===== config.mk =====
export PLATFORM = sky130hd
export DESIGN_NAME = waveform_column_hsv_color_unit_flat
export DESIGN_NICKNAME = d
export VERILOG_FILES = /design/src/hw/rtl/wcc_pkg.sv /design/src/hw/rtl/wcc_frame_if.sv /design/src/hw/rtl/wcc_column_if.sv /design/src/hw/rtl/wcc_lane.sv /design/src/hw/rtl/wcc_div.sv /design/src/hw/rtl/wcc_merge.sv /design/src/hw/rtl/waveform_column_hsv_color_unit.sv /design/src/flat_wrapper.sv
export SDC_FILE = /design/constraint.sdc
export NUM_CORES = 2
export LEC_CHECK = 0
export BUFFER_PORTS_ARGS = -buffer_cell sky130_fd_sc_hd__buf_2
export CORE_ASPECT_RATIO = 1.4
export CORE_MARGIN = 5
export CORE_UTILIZATION = 48
export DETAILED_ROUTE_END_ITERATION = 12
export GPL_TIMING_DRIVEN = 0
export PLACE_DENSITY_LB_ADDON = 0.15
export SYNTH_ARGS = -nofsm -noshare
export SYNTH_HDL_FRONTEND = slang
export SYNTH_SLANG_ARGS = --single-unit

===== constraint.sdc =====
create_clock -name clk -period 19.2 [get_ports clk]
set_input_delay 2.88 -clock clk [delete_from_list [all_inputs] [get_ports clk]]
set_output_delay 2.88 -clock clk [all_outputs]
set_load 0.01 [all_outputs]

===== src/hw/rtl/wcc_pkg.sv =====
`default_nettype none
package wcc_pkg;

  localparam int HUE_BITS      = 9;
  localparam int SCALE_BITS    = 16;
  localparam int COLOR_BITS    = 8;
  localparam int EXTENT_BITS   = 16;
  localparam int QUOT_BITS     = 8;
  localparam int CFG_IDX_BITS  = 2;
  localparam int CFG_DATA_BITS = 16;

  localparam logic [CFG_IDX_BITS-1:0] CFG_BASE_HUE     = 2'd0;
  localparam logic [CFG_IDX_BITS-1:0] CFG_HEIGHT_SCALE = 2'd1;

  localparam logic [SCALE_BITS-1:0] HEIGHT_SCALE_RESET = 16'd256;
  localparam logic [HUE_BITS-1:0]   HUE_FULL           = 9'd360;

  // Channel scaling: units of 1/(255*255*60) back to 0..255
  localparam int FULL_SCALE  = 255;
  localparam int SECTOR_SPAN = 60;
  localparam int TO8_DIV     = 30600;
  localparam int TO8_BIAS    = 15300;

  // Divide by TO8_DIV as (n >> 3) / 3825, done by reciprocal multiply
  localparam int TO8_PRE_SHIFT  = 3;
  localparam int TO8_RECIP_BITS = 21;
  localparam logic [TO8_RECIP_BITS-1:0] TO8_RECIP = 21'd1122868;  // ceil(2^32 / 3825)
  localparam int TO8_POST_SHIFT = 32;

  // Sector of a hue in 0..359
  function automatic logic [2:0] hue_sector(input logic [HUE_BITS-1:0] h);
    logic [2:0] s;
    if (h < 9'd60) s = 3'd0;
    else if (h < 9'd120) s = 3'd1;
    else if (h < 9'd180) s = 3'd2;
    else if (h < 9'd240) s = 3'd3;
    else if (h < 9'd300) s = 3'd4;
    else s = 3'd5;
    return s;
  endfunction

  function automatic logic [HUE_BITS-1:0] sector_base(input logic [2:0] s);
    logic [HUE_BITS-1:0] b;
    case (s)
      3'd0: b = 9'd0;
      3'd1: b = 9'd60;
      3'd2: b = 9'd120;
      3'd3: b = 9'd180;
      3'd4: b = 9'd240;
      default: b = 9'd300;
    endcase
    return b;
  endfunction

endpackage
`default_nettype wire


===== src/hw/rtl/wcc_frame_if.sv =====
`default_nettype none
interface wcc_frame_if #(parameter int LEVEL_BITS = 8);
  logic                  valid;
  logic                  ready;
  logic [LEVEL_BITS-1:0] low_left;
  logic [LEVEL_BITS-1:0] mid_left;
  logic [LEVEL_BITS-1:0] high_left;
  logic [LEVEL_BITS-1:0] all_left;
  logic [LEVEL_BITS-1:0] low_right;
  logic [LEVEL_BITS-1:0] mid_right;
  logic [LEVEL_BITS-1:0] high_right;
  logic [LEVEL_BITS-1:0] all_right;
  logic                  column_end;

  modport source (output valid, low_left, mid_left, high_left, all_left, low_right,
                  mid_right, high_right, all_right, column_end, input ready);
  modport sink (input valid, low_left, mid_left, high_left, all_left, low_right,
                mid_right, high_right, all_right, column_end, output ready);
endinterface
`default_nettype wire


===== src/hw/rtl/wcc_column_if.sv =====
`default_nettype none
interface wcc_column_if;
  logic        valid;
  logic        ready;
  logic [7:0]  red;
  logic [7:0]  green;
  logic [7:0]  blue;
  logic [15:0] upper_extent;
  logic [15:0] lower_extent;

  modport source (output valid, red, green, blue, upper_extent, lower_extent, input ready);
  modport sink (input valid, red, green, blue, upper_extent, lower_extent, output ready);
endinterface
`default_nettype wire


===== src/hw/rtl/wcc_lane.sv =====
`default_nettype none
module wcc_lane #(
  parameter int LB = 8
) (
  input  wire logic          clk,
  input  wire logic          rst,
  input  wire logic          accept,
  input  wire logic          column_end,
  input  wire logic [LB-1:0] low,
  input  wire logic [LB-1:0] mid,
  input  wire logic [LB-1:0] high,
  input  wire logic [LB-1:0] all,
  output logic      [LB-1:0] peak_low_next,
  output logic      [LB-1:0] peak_mid_next,
  output logic      [LB-1:0] peak_high_next,
  output logic      [LB-1:0] peak_all_next
);

  logic [LB-1:0] peak_low, peak_mid, peak_high, peak_all;

  // Maxima including the frame on the bus
  assign peak_low_next  = (low  > peak_low)  ? low  : peak_low;
  assign peak_mid_next  = (mid  > peak_mid)  ? mid  : peak_mid;
  assign peak_high_next = (high > peak_high) ? high : peak_high;
  assign peak_all_next  = (all  > peak_all)  ? all  : peak_all;

  always_ff @(posedge clk) begin
    if (rst || (accept && column_end)) begin
      peak_low  <= '0;
      peak_mid  <= '0;
      peak_high <= '0;
      peak_all  <= '0;
    end else if (accept) begin
      peak_low  <= peak_low_next;
      peak_mid  <= peak_mid_next;
      peak_high <= peak_high_next;
      peak_all  <= peak_all_next;
    end
  end

endmodule
`default_nettype wire


===== src/hw/rtl/wcc_div.sv =====
`default_nettype none
module wcc_div
  import wcc_pkg::*;
#(
  parameter int NW = 24,
  parameter int MW = 15
) (
  input  wire logic                 clk,
  input  wire logic                 rst,
  input  wire logic                 start,
  input  wire logic [NW-1:0]        num,
  input  wire logic [MW-1:0]        den,
  output logic                      done,
  output logic      [QUOT_BITS-1:0] quot
);

  // Quotient is known to fit QUOT_BITS: one restoring step per cycle
  logic          busy;
  logic [2:0]    cnt;
  logic [NW-1:0] rem;
  logic [NW-1:0] dsr;

  always_ff @(posedge clk) begin
    if (rst) begin
      busy <= 1'b0;
      done <= 1'b0;
      cnt  <= '0;
    end else begin
      done <= 1'b0;
      if (start) begin
        busy <= 1'b1;
        cnt  <= '0;
      end else if (busy) begin
        cnt <= cnt + 3'd1;
        if (cnt == 3'(QUOT_BITS - 1)) begin
          busy <= 1'b0;
          done <= 1'b1;
        end
      end
    end
  end

  always_ff @(posedge clk) begin
    if (start) begin
      rem  <= num;
      dsr  <= NW'({den, {(QUOT_BITS-1){1'b0}}});
      quot <= '0;
    end else if (busy) begin
      if (rem >= dsr) begin
        rem  <= rem - dsr;
        quot <= {quot[QUOT_BITS-2:0], 1'b1};
      end else begin
        quot <= {quot[QUOT_BITS-2:0], 1'b0};
      end
      dsr <= dsr >> 1;
    end
  end

endmodule
`default_nettype wire


===== src/hw/rtl/wcc_merge.sv =====
`default_nettype none
module wcc_merge
  import wcc_pkg::*;
#(
  parameter int LB = 8
) (
  input  wire logic                  clk,
  input  wire logic                  rst,
  input  wire logic                  capture,
  input  wire logic [LB-1:0]         low_l,
  input  wire logic [LB-1:0]         mid_l,
  input  wire logic [LB-1:0]         high_l,
  input  wire logic [LB-1:0]         all_l,
  input  wire logic [LB-1:0]         low_r,
  input  wire logic [LB-1:0]         mid_r,
  input  wire logic [LB-1:0]         high_r,
  input  wire logic [LB-1:0]         all_r,
  input  wire logic [HUE_BITS-1:0]   base_hue,
  input  wire logic [SCALE_BITS-1:0] height_scale,
  output logic                       idle,
  output logic                       out_valid,
  input  wire logic                  out_ready,
  output logic [COLOR_BITS-1:0]      red,
  output logic [COLOR_BITS-1:0]      green,
  output logic [COLOR_BITS-1:0]      blue,
  output logic [EXTENT_BITS-1:0]     upper,
  output logic [EXTENT_BITS-1:0]     lower
);

  localparam int NW = (LB + 16 > 24) ? LB + 16 : 24;
  localparam int MW = (LB + 7 > 15) ? LB + 7 : 15;
  localparam int SW = LB + 3;
  localparam int UW = 22;
  localparam int PW = LB + SCALE_BITS;
  localparam int NQ = UW + 1 - TO8_PRE_SHIFT;
  localparam int RPW = NQ + TO8_RECIP_BITS;

  localparam logic [3:0] S_IDLE  = 4'd0;
  localparam logic [3:0] S_PREP  = 4'd1;
  localparam logic [3:0] S_DIV_S = 4'd2;
  localparam logic [3:0] S_DIV_V = 4'd3;
  localparam logic [3:0] S_MUL1  = 4'd4;
  localparam logic [3:0] S_MUL2  = 4'd5;
  localparam logic [3:0] S_CONV  = 4'd6;
  localparam logic [3:0] S_OUT   = 4'd7;

  // round(u / (255*255*60) * 255): (2u + bias) / 30600 by reciprocal multiply
  function automatic logic [COLOR_BITS-1:0] to8(input logic [UW-1:0] u);
    logic [UW:0]    n;
    logic [NQ-1:0]  nq;
    logic [RPW-1:0] p;
    n  = {u, 1'b0} + (UW+1)'(TO8_BIAS);
    nq = n[UW:TO8_PRE_SHIFT];
    p  = RPW'(nq) * RPW'(TO8_RECIP);
    return p[TO8_POST_SHIFT +: COLOR_BITS];
  endfunction

  logic [3:0] state;

  logic [LB-1:0] pl_low, pl_mid, pl_high, pl_all, pr_low, pr_mid, pr_high, pr_all;

  logic [SW-1:0]   dsum;
  logic [LB:0]     hsum, lsum;
  logic            silent;
  logic [NW-1:0]   den6, num_s, num_v;
  logic [NW-1:0]   num_v_hold;
  logic [MW-1:0]   den2, den2_hold;
  logic [PW-1:0]   prod_u, prod_l;

  logic [COLOR_BITS-1:0] sat, val;
  logic [15:0]           vs;

  logic [HUE_BITS-1:0] hue;
  logic [2:0]          sector;
  logic [5:0]          frac, fx;
  logic [UW-1:0]       cc, xx, mm;
  logic [UW-1:0]       ur, ug, ub;
  logic [UW-1:0]       ur_hold, ug_hold, ub_hold;

  logic                 div_start, div_done;
  logic [NW-1:0]        div_num;
  logic [MW-1:0]        div_den;
  logic [QUOT_BITS-1:0] div_quot;

  assign idle = (state == S_IDLE);
  assign out_valid = (state == S_OUT);

  // Column sums and exact numerators for s and v
  always_comb begin
    dsum   = SW'(pl_low) + SW'(pr_low) + SW'(pl_mid) + SW'(pr_mid) + SW'(pl_high)
           + SW'(pr_high);
    hsum   = (LB+1)'(pl_high) + (LB+1)'(pr_high);
    lsum   = (LB+1)'(pl_low) + (LB+1)'(pr_low);
    silent = (pl_all == '0) || (pr_all == '0) || (dsum == '0);
    den6   = NW'(dsum) * NW'(6);
    num_s  = ((NW'(FULL_SCALE) * (den6 - NW'(5) * NW'(hsum))) << 1) + den6;
    num_v  = ((NW'(FULL_SCALE) * (den6 - NW'(5) * NW'(lsum))) << 1) + den6;
    den2   = MW'(den6 << 1);
    prod_u = PW'(pl_all) * PW'(height_scale);
    prod_l = PW'(pr_all) * PW'(height_scale);
  end

  // Hue sector and channel terms
  always_comb begin
    hue    = (base_hue >= HUE_FULL) ? base_hue - HUE_FULL : base_hue;
    sector = hue_sector(hue);
    frac   = 6'(hue - sector_base(sector));
    fx     = sector[0] ? 6'(SECTOR_SPAN) - frac : frac;
    cc     = UW'(vs) * UW'(SECTOR_SPAN);
    xx     = UW'(vs) * UW'(fx);
    mm     = UW'(val) * UW'(FULL_SCALE * SECTOR_SPAN) - cc;
    ur     = mm;
    ug     = mm;
    ub     = mm;
    case (sector)
      3'd0: begin ur = cc + mm; ug = xx + mm; end
      3'd1: begin ur = xx + mm; ug = cc + mm; end
      3'd2: begin ug = cc + mm; ub = xx + mm; end
      3'd3: begin ug = xx + mm; ub = cc + mm; end
      3'd4: begin ur = xx + mm; ub = cc + mm; end
      default: begin ur = cc + mm; ub = xx + mm; end
    endcase
  end

  // Divider request select
  always_comb begin
    div_start = 1'b0;
    div_num   = num_s;
    div_den   = den2;
    case (state)
      S_PREP: div_start = !silent;
      S_DIV_S: begin
        div_start = div_done;
        div_num   = num_v_hold;
        div_den   = den2_hold;
      end
      default: div_start = 1'b0;
    endcase
  end

  wcc_div #(.NW(NW), .MW(MW)) u_div (
    .clk   (clk),
    .rst   (rst),
    .start (div_start),
    .num   (div_num),
    .den   (div_den),
    .done  (div_done),
    .quot  (div_quot)
  );

  always_ff @(posedge clk) begin
    if (rst) begin
      state <= S_IDLE;
    end else begin
      case (state)
        S_IDLE:  if (capture) state <= S_PREP;
        S_PREP:  state <= silent ? S_MUL1 : S_DIV_S;
        S_DIV_S: if (div_done) state <= S_DIV_V;
        S_DIV_V: if (div_done) state <= S_MUL1;
        S_MUL1:  state <= S_MUL2;
        S_MUL2:  state <= S_CONV;
        S_CONV:  state <= S_OUT;
        S_OUT:   if (out_ready) state <= S_IDLE;
        default: state <= S_IDLE;
      endcase
    end
  end

  always_ff @(posedge clk) begin
    if (state == S_IDLE && capture) begin
      pl_low <= low_l;  pl_mid <= mid_l;  pl_high <= high_l;  pl_all <= all_l;
      pr_low <= low_r;  pr_mid <= mid_r;  pr_high <= high_r;  pr_all <= all_r;
    end
    if (state == S_PREP) begin
      num_v_hold <= num_v;
      den2_hold  <= den2;
      upper <= (prod_u > PW'({EXTENT_BITS{1'b1}})) ? {EXTENT_BITS{1'b1}}
                                                   : EXTENT_BITS'(prod_u);
      lower <= (prod_l > PW'({EXTENT_BITS{1'b1}})) ? {EXTENT_BITS{1'b1}}
                                                   : EXTENT_BITS'(prod_l);
      if (silent) begin
        sat <= {COLOR_BITS{1'b1}};
        val <= {COLOR_BITS{1'b1}};
      end
    end
    if (state == S_DIV_S && div_done) sat <= div_quot;
    if (state == S_DIV_V && div_done) val <= div_quot;
    if (state == S_MUL1) vs <= 16'(val) * 16'(sat);
    if (state == S_MUL2) begin
      ur_hold <= ur;
      ug_hold <= ug;
      ub_hold <= ub;
    end
    if (state == S_CONV) begin
      red   <= to8(ur_hold);
      green <= to8(ug_hold);
      blue  <= to8(ub_hold);
    end
  end

endmodule
`default_nettype wire


===== src/hw/rtl/waveform_column_hsv_color_unit.sv =====
// Waveform column colorizer. Each frame request carries low/mid/high/all levels for the
// left and right channel; two channel lanes keep running maxima over one display column.
// A frame without column_end is taken whenever the block is idle. A frame with column_end
// closes the column: the merge stage computes saturation and value (two runs of an 8-step
// divider, skipped for a silent column), converts hue/saturation/value to RGB with a
// reciprocal multiply and scales the all-band maxima into saturated Q8.8 bar extents. The
// column result is registered through the PREP, divider, MUL1, MUL2 and CONV states and
// held valid in OUT; the block takes no new frame until that column request has been
// taken at the output. Configuration (base_hue, height_scale) is written through
// cfg_write/cfg_index/cfg_data; the user must write it only while the block is idle, and
// the block itself does not enforce this.
`default_nettype none
module waveform_column_hsv_color_unit
  import wcc_pkg::*;
#(
  parameter int LEVEL_BITS = 8
) (
  input  wire logic                     clk,
  input  wire logic                     rst,
  input  wire logic                     cfg_write,
  input  wire logic [CFG_IDX_BITS-1:0]  cfg_index,
  input  wire logic [CFG_DATA_BITS-1:0] cfg_data,
  wcc_frame_if.sink                     frame,
  wcc_column_if.source                  column
);

  logic [HUE_BITS-1:0]   base_hue;
  logic [SCALE_BITS-1:0] height_scale;

  logic accept;
  logic merge_idle;

  logic [LEVEL_BITS-1:0] l_low, l_mid, l_high, l_all;
  logic [LEVEL_BITS-1:0] r_low, r_mid, r_high, r_all;

  // Hold off new frames while a column is in the merge stage or waiting at the output
  assign frame.ready = merge_idle;
  assign accept = frame.valid && frame.ready;

  always_ff @(posedge clk) begin
    if (rst) begin
      base_hue     <= '0;
      height_scale <= HEIGHT_SCALE_RESET;
    end else if (cfg_write) begin
      case (cfg_index)
        CFG_BASE_HUE:     base_hue     <= cfg_data[HUE_BITS-1:0];
        CFG_HEIGHT_SCALE: height_scale <= cfg_data[SCALE_BITS-1:0];
        default: ;  // drop writes to unknown registers
      endcase
    end
  end

  // Left channel lane
  wcc_lane #(.LB(LEVEL_BITS)) u_lane_l (
    .clk            (clk),
    .rst            (rst),
    .accept         (accept),
    .column_end     (frame.column_end),
    .low            (frame.low_left),
    .mid            (frame.mid_left),
    .high           (frame.high_left),
    .all            (frame.all_left),
    .peak_low_next  (l_low),
    .peak_mid_next  (l_mid),
    .peak_high_next (l_high),
    .peak_all_next  (l_all)
  );

  // Right channel lane
  wcc_lane #(.LB(LEVEL_BITS)) u_lane_r (
    .clk            (clk),
    .rst            (rst),
    .accept         (accept),
    .column_end     (frame.column_end),
    .low            (frame.low_right),
    .mid            (frame.mid_right),
    .high           (frame.high_right),
    .all            (frame.all_right),
    .peak_low_next  (r_low),
    .peak_mid_next  (r_mid),
    .peak_high_next (r_high),
    .peak_all_next  (r_all)
  );

  // Merge the lane maxima into the column result
  wcc_merge #(.LB(LEVEL_BITS)) u_merge (
    .clk          (clk),
    .rst          (rst),
    .capture      (accept && frame.column_end),
    .low_l        (l_low),
    .mid_l        (l_mid),
    .high_l       (l_high),
    .all_l        (l_all),
    .low_r        (r_low),
    .mid_r        (r_mid),
    .high_r       (r_high),
    .all_r        (r_all),
    .base_hue     (base_hue),
    .height_scale (height_scale),
    .idle         (merge_idle),
    .out_valid    (column.valid),
    .out_ready    (column.ready),
    .red          (column.red),
    .green        (column.green),
    .blue         (column.blue),
    .upper        (column.upper_extent),
    .lower        (column.lower_extent)
  );

endmodule
`default_nettype wire


===== src/flat_wrapper.sv =====
// flat-port wrapper written by rule: the top's interface ports become plain ports
module waveform_column_hsv_color_unit_flat import wcc_pkg::*;
#(
  parameter int LEVEL_BITS = 8
)
  (clk, rst, cfg_write, cfg_index, cfg_data, frame_valid, frame_low_left, frame_mid_left, frame_high_left, frame_all_left, frame_low_right, frame_mid_right, frame_high_right, frame_all_right, frame_column_end, frame_ready, column_valid, column_red, column_green, column_blue, column_upper_extent, column_lower_extent, column_ready);
  wcc_frame_if #(.LEVEL_BITS(LEVEL_BITS)) frame_i ();
  wcc_column_if column_i ();
  input  wire logic clk;
  input  wire logic rst;
  input  wire logic cfg_write;
  input  wire logic [CFG_IDX_BITS-1:0] cfg_index;
  input  wire logic [CFG_DATA_BITS-1:0] cfg_data;
  input wire logic [$bits(frame_i.valid)-1:0] frame_valid;
  input wire logic [$bits(frame_i.low_left)-1:0] frame_low_left;
  input wire logic [$bits(frame_i.mid_left)-1:0] frame_mid_left;
  input wire logic [$bits(frame_i.high_left)-1:0] frame_high_left;
  input wire logic [$bits(frame_i.all_left)-1:0] frame_all_left;
  input wire logic [$bits(frame_i.low_right)-1:0] frame_low_right;
  input wire logic [$bits(frame_i.mid_right)-1:0] frame_mid_right;
  input wire logic [$bits(frame_i.high_right)-1:0] frame_high_right;
  input wire logic [$bits(frame_i.all_right)-1:0] frame_all_right;
  input wire logic [$bits(frame_i.column_end)-1:0] frame_column_end;
  output wire logic [$bits(frame_i.ready)-1:0] frame_ready;
  output wire logic [$bits(column_i.valid)-1:0] column_valid;
  output wire logic [$bits(column_i.red)-1:0] column_red;
  output wire logic [$bits(column_i.green)-1:0] column_green;
  output wire logic [$bits(column_i.blue)-1:0] column_blue;
  output wire logic [$bits(column_i.upper_extent)-1:0] column_upper_extent;
  output wire logic [$bits(column_i.lower_extent)-1:0] column_lower_extent;
  input wire logic [$bits(column_i.ready)-1:0] column_ready;
  assign frame_i.valid = frame_valid;
  assign frame_i.low_left = frame_low_left;
  assign frame_i.mid_left = frame_mid_left;
  assign frame_i.high_left = frame_high_left;
  assign frame_i.all_left = frame_all_left;
  assign frame_i.low_right = frame_low_right;
  assign frame_i.mid_right = frame_mid_right;
  assign frame_i.high_right = frame_high_right;
  assign frame_i.all_right = frame_all_right;
  assign frame_i.column_end = frame_column_end;
  assign frame_ready = frame_i.ready;
  assign column_valid = column_i.valid;
  assign column_red = column_i.red;
  assign column_green = column_i.green;
  assign column_blue = column_i.blue;
  assign column_upper_extent = column_i.upper_extent;
  assign column_lower_extent = column_i.lower_extent;
  assign column_i.ready = column_ready;
  waveform_column_hsv_color_unit #(.LEVEL_BITS(LEVEL_BITS)) u_core (.clk(clk), .rst(rst), .cfg_write(cfg_write), .cfg_index(cfg_index), .cfg_data(cfg_data), .frame(frame_i), .column(column_i));
endmodule

==> results.md <==
## Worst setup path
* sky130_fd_sc_hd__fa_1 — most frequent CP cell
* 0.93 ns — max incr delay on CP
* sky130_fd_sc_hd__xnor2_1 — CP max-delay cell
* flip-flop to flip-flop — kind of critical path
* 9 — Crit Path Max Fanout
* 13.60 ns — arrival time at the worst endpoint
* flip-flop — kind of end point of the critical path
* flip-flop — element type at the critical path start
* 19.68 ns — Required @ worst endpoint

## Global routing
* 14 — number of antenna violations at the first check in global routing
* met2 — grt peak-use layer
* 45923 — via count of the first global-routing pass
* 0 — grt total ovfl
* 44.23% — GR Util met2
* 247600 um — global-route wire length before repair
* 2.792% — fraction of met3 tracks used by global routing
* 26.57% — met1 GRT Util
* 23.11% — total routing resource utilization after global routing
* 67 — pin count of the biggest net entering global routing

## Timing
* 0 ns — Fin Setup TNS
* false — unrepaired setup endpoints after global routing
* 0.03577 ns — Post-Route Skew
* 0 — number of hold-slack violations in the final timing report
* 11.84% — Slew Limit Headroom
* 68.32% — Final Cycle Share
* 0 — final setup vio count
* 1.312 ns — slew of the pin with the lowest slew margin
* 13.12 ns — minimum clock period after layout
* 76.23 MHz — f_max
* 0 — Slew Limit Fails

## Layout
* 5.221% — ratio of cells with drive above 1 in the final layout
* 51.91% — Post-Route Utilization
* 10950 um^2 — combined flip-flop and latch cell area
* 7.495% — area growth from synthesis to final layout
* 44780 um^2 — footprint of the multi-input gates
* 65410 um^2 — cell area after layout
* 8294 — final cell count without fillers
* 11826 — Fill cells
* 8444 — Final #Nets

## Route
* 44167 — routed vias
* 0 — DR DRC count
* 155300 um — final wirelength
* 5.325 — via count normalized by instance count
* 18.73 um — average wire length per cell after detail routing
* 0 — Detail Route Antenna Nets
* 2075 — First DRT Iteration DRCs
* 7 — TritonRoute pass-1 iters

## Placed design
* 63720 um^2 — Post-Place Cell Area
* 144 — count of input and output buffers
* 0.9368 — routability congestion estimate
* 132500 um — DPL Wire Length
* 8194 — number of placed cells counting well taps

## Synthesis
* 0 — Synth warnings
* 60850 um^2 — netlist area before placement
* 290 — number of flops mapped to enable cells by yosys
* 0% — post-synthesis async set-or-reset flop share
* sky130_fd_sc_hd__edfxtp_1 — dominant register cell in the synthesized netlist
* 44.96% — adder-cell share of the synthesized area
* 5.011% — share of the synthesized netlist area taken by xor and xnor gates
* 18.00% — sequential share of the synthesized area
* 95 — post-synth cell types
* adder cells — dominant combinational cell family by area after synthesis
* 1.499% — multiplexer share of the synthesized area
* 10.49% — compound-cell area share of the yosys netlist
* 402 — post-synthesis register bit count
* 11.60% — Post-Synth Simple-Gate Area
* 6406 — number of standard cells after synthesis
* 9.499 um^2 — post-synthesis area per instance
* 8244 — nets in the synthesized netlist

## Clocking
* 0.65 ns — clock latency at the later pin of the worst-skew pair
* 48 — number of buffers created by CTS
* 2 — H-tree lvl count
* 402 — count of clock tree sinks
* sky130_fd_sc_hd__clkbuf_16 — cell at the root of the clock tree
* 0 — number of resized instances in the post-cts repair step
* 0 — hold buffer count at CTS
* built — clock tree from TritonCTS
* 3 — CTS max path bufs
* 0 — number of buffers inserted by post-CTS setup repair
* 0.06 ns — Worst-path clk slew

## Worst hold path
* flip-flop to flip-flop — classification of the worst-slack hold path

## Floorplan
* 134100 um^2 — area enclosed by the die boundary
* 126000 um^2 — core outline area
* 48.29% — starting utilization of the core area
* 146 — total I/O pin count
* 154 — number of placement rows
* 431.3 um — DIE HEIGHT
* 310.9 um — Die Width

## Run
* 0 — max_cap viols

## Status
* finished clean — run status

## sequential cells by signal (all words and copies together), names as in the netlist, 13 cells and up
register	count
u_core.height_scale	16
u_core.u_merge.den2_hold	13
u_core.u_merge.lower	16
u_core.u_merge.num_v_hold	23
u_core.u_merge.u_div.dsr	22
u_core.u_merge.u_div.rem	24
u_core.u_merge.ub_hold	21
u_core.u_merge.ug_hold	21
u_core.u_merge.upper	16
u_core.u_merge.ur_hold	21
u_core.u_merge.vs	16
## cells in the final DEF (no fill, tap or decap), types with 14 or more instances in the layout
master / netlist / final
sky130_fd_sc_hd__nor2_1: 391 / 390
sky130_fd_sc_hd__o21a_1: 46 / 46
sky130_fd_sc_hd__o21ai_0: 173 / 173
sky130_fd_sc_hd__buf_2: 11 / 155
sky130_fd_sc_hd__inv_1: 1229 / 1229
sky130_fd_sc_hd__a211oi_1: 26 / 26
sky130_fd_sc_hd__o21ai_1: 17 / 17
sky130_fd_sc_hd__mux2_2: 41 / 41
sky130_fd_sc_hd__fa_1: 725 / 725
sky130_fd_sc_hd__o221ai_1: 27 / 27
sky130_fd_sc_hd__nand2b_1: 67 / 67
sky130_fd_sc_hd__a21oi_1: 318 / 318
sky130_fd_sc_hd__o21bai_1: 56 / 56
sky130_fd_sc_hd__or2_2: 27 / 27
sky130_fd_sc_hd__xor2_1: 108 / 108
sky130_fd_sc_hd__nand4_1: 29 / 29
sky130_fd_sc_hd__a31oi_1: 28 / 28
sky130_fd_sc_hd__clkbuf_1: 114 / 120
sky130_fd_sc_hd__mux2i_1: 45 / 45
sky130_fd_sc_hd__o211ai_1: 14 / 14
sky130_fd_sc_hd__nand2_1: 441 / 441
sky130_fd_sc_hd__nand3_1: 58 / 58
sky130_fd_sc_hd__a21o_1: 95 / 95
sky130_fd_sc_hd__nor2b_1: 52 / 52
sky130_fd_sc_hd__a21boi_0: 20 / 19
sky130_fd_sc_hd__ha_1: 1025 / 1025
sky130_fd_sc_hd__a22oi_1: 20 / 20
sky130_fd_sc_hd__edfxtp_1: 290 / 290
sky130_fd_sc_hd__dfxtp_1: 112 / 112
sky130_fd_sc_hd__nor3_1: 67 / 67
sky130_fd_sc_hd__or3_1: 15 / 15
sky130_fd_sc_hd__xnor2_1: 235 / 235
sky130_fd_sc_hd__o22ai_1: 14 / 14
sky130_fd_sc_hd__clkbuf_16: 0 / 48
sky130_fd_sc_hd__and2_1: 240 / 239
sky130_fd_sc_hd__and3_1: 30 / 29
## routing by layer
metal | vias to the layer above | share of wire (%)
li1 | 21513 | -
met1 | 21628 | 39
met2 | 771 | 53
met3 | 251 | 3.9
met4 | 4 | 4.2
met5 | - | 0.014
## stage by stage
stage / hold WS [ns] / setup WS (ns)
3_3_place_gp: 0.4944 / 5.163
2_1_floorplan: 0.4667 / 7.556
6_report: 0.5089 / 6.082
3_5_place_dp: 0.4986 / 6.005
4_1_cts: 0.5137 / 5.888
5_1_grt: 0.5327 / 5.300
## synth_stat cells (all sizes together) (53+ instances only)
cell	count	share of area, %
inv	1231	7.6
ha	1025	21
fa	725	24
nand2	443	2.7
nor2	392	2.4
a21oi	323	2.7
edfxtp	290	14
and2	240	2.5
xnor2	235	3.4
o21ai	192	1.6
clkbuf	114	0.70
dfxtp	112	3.7
xor2	108	1.6
a21o	95	1.2
nand2b	67	0.69
nor3	67	0.55
nand3	58	0.48
o21bai	56	0.69
nor2b	53	0.56
## final timing paths
kind,from,endpoint,slack [ns],cells after the start
worst max-delay path,u_core.u_merge.pl_low[2],u_core.u_merge.u_div.rem[23],6.08,43
worst min register to register,u_core.u_merge.u_div.dsr[0],u_core.u_merge.u_div.dsr[0],0.51,2
worst min-delay path,u_core.u_merge.u_div.dsr[0],u_core.u_merge.u_div.dsr[0],0.51,2
worst max register to register,u_core.u_merge.pl_low[2],u_core.u_merge.u_div.rem[23],6.08,43
## cells by family after synthesis
logic type | Yosys count
AOI/OAI and AO/OA | 986
xor gates and xnor gates | 345
adders and majority gates | 1752
buffers and inverters | 1364
DFF | 402
muxes | 86
and+or+nand+nor | 1471
## final cells by class
class	count	area share [%]
Inverter	1232	7.078
Clock inverter	32	0.5892
Sequential cell	402	16.74
Timing Repair Buffer	150	1.226
Tap cell	1638	3.133
Antenna cell	10	0.03826
Clock buffer	58	1.955
Multi-Input combinational cell	4640	68.46
Buffer	132	0.7785
## critical path: cells and delay by family (launching register included)
kind	cells	cell delay, ns
flops	1	0.44
xor+xnor	4	1.76
buf+inv	7	0.55
fa+ha+maj	13	5.64
compound gates	10	2.05
mux	1	0.39
simple gates	8	2.11
Power is not shown: default switching activity piles up to over one toggle a cycle in this logic, so the estimate is an artifact.
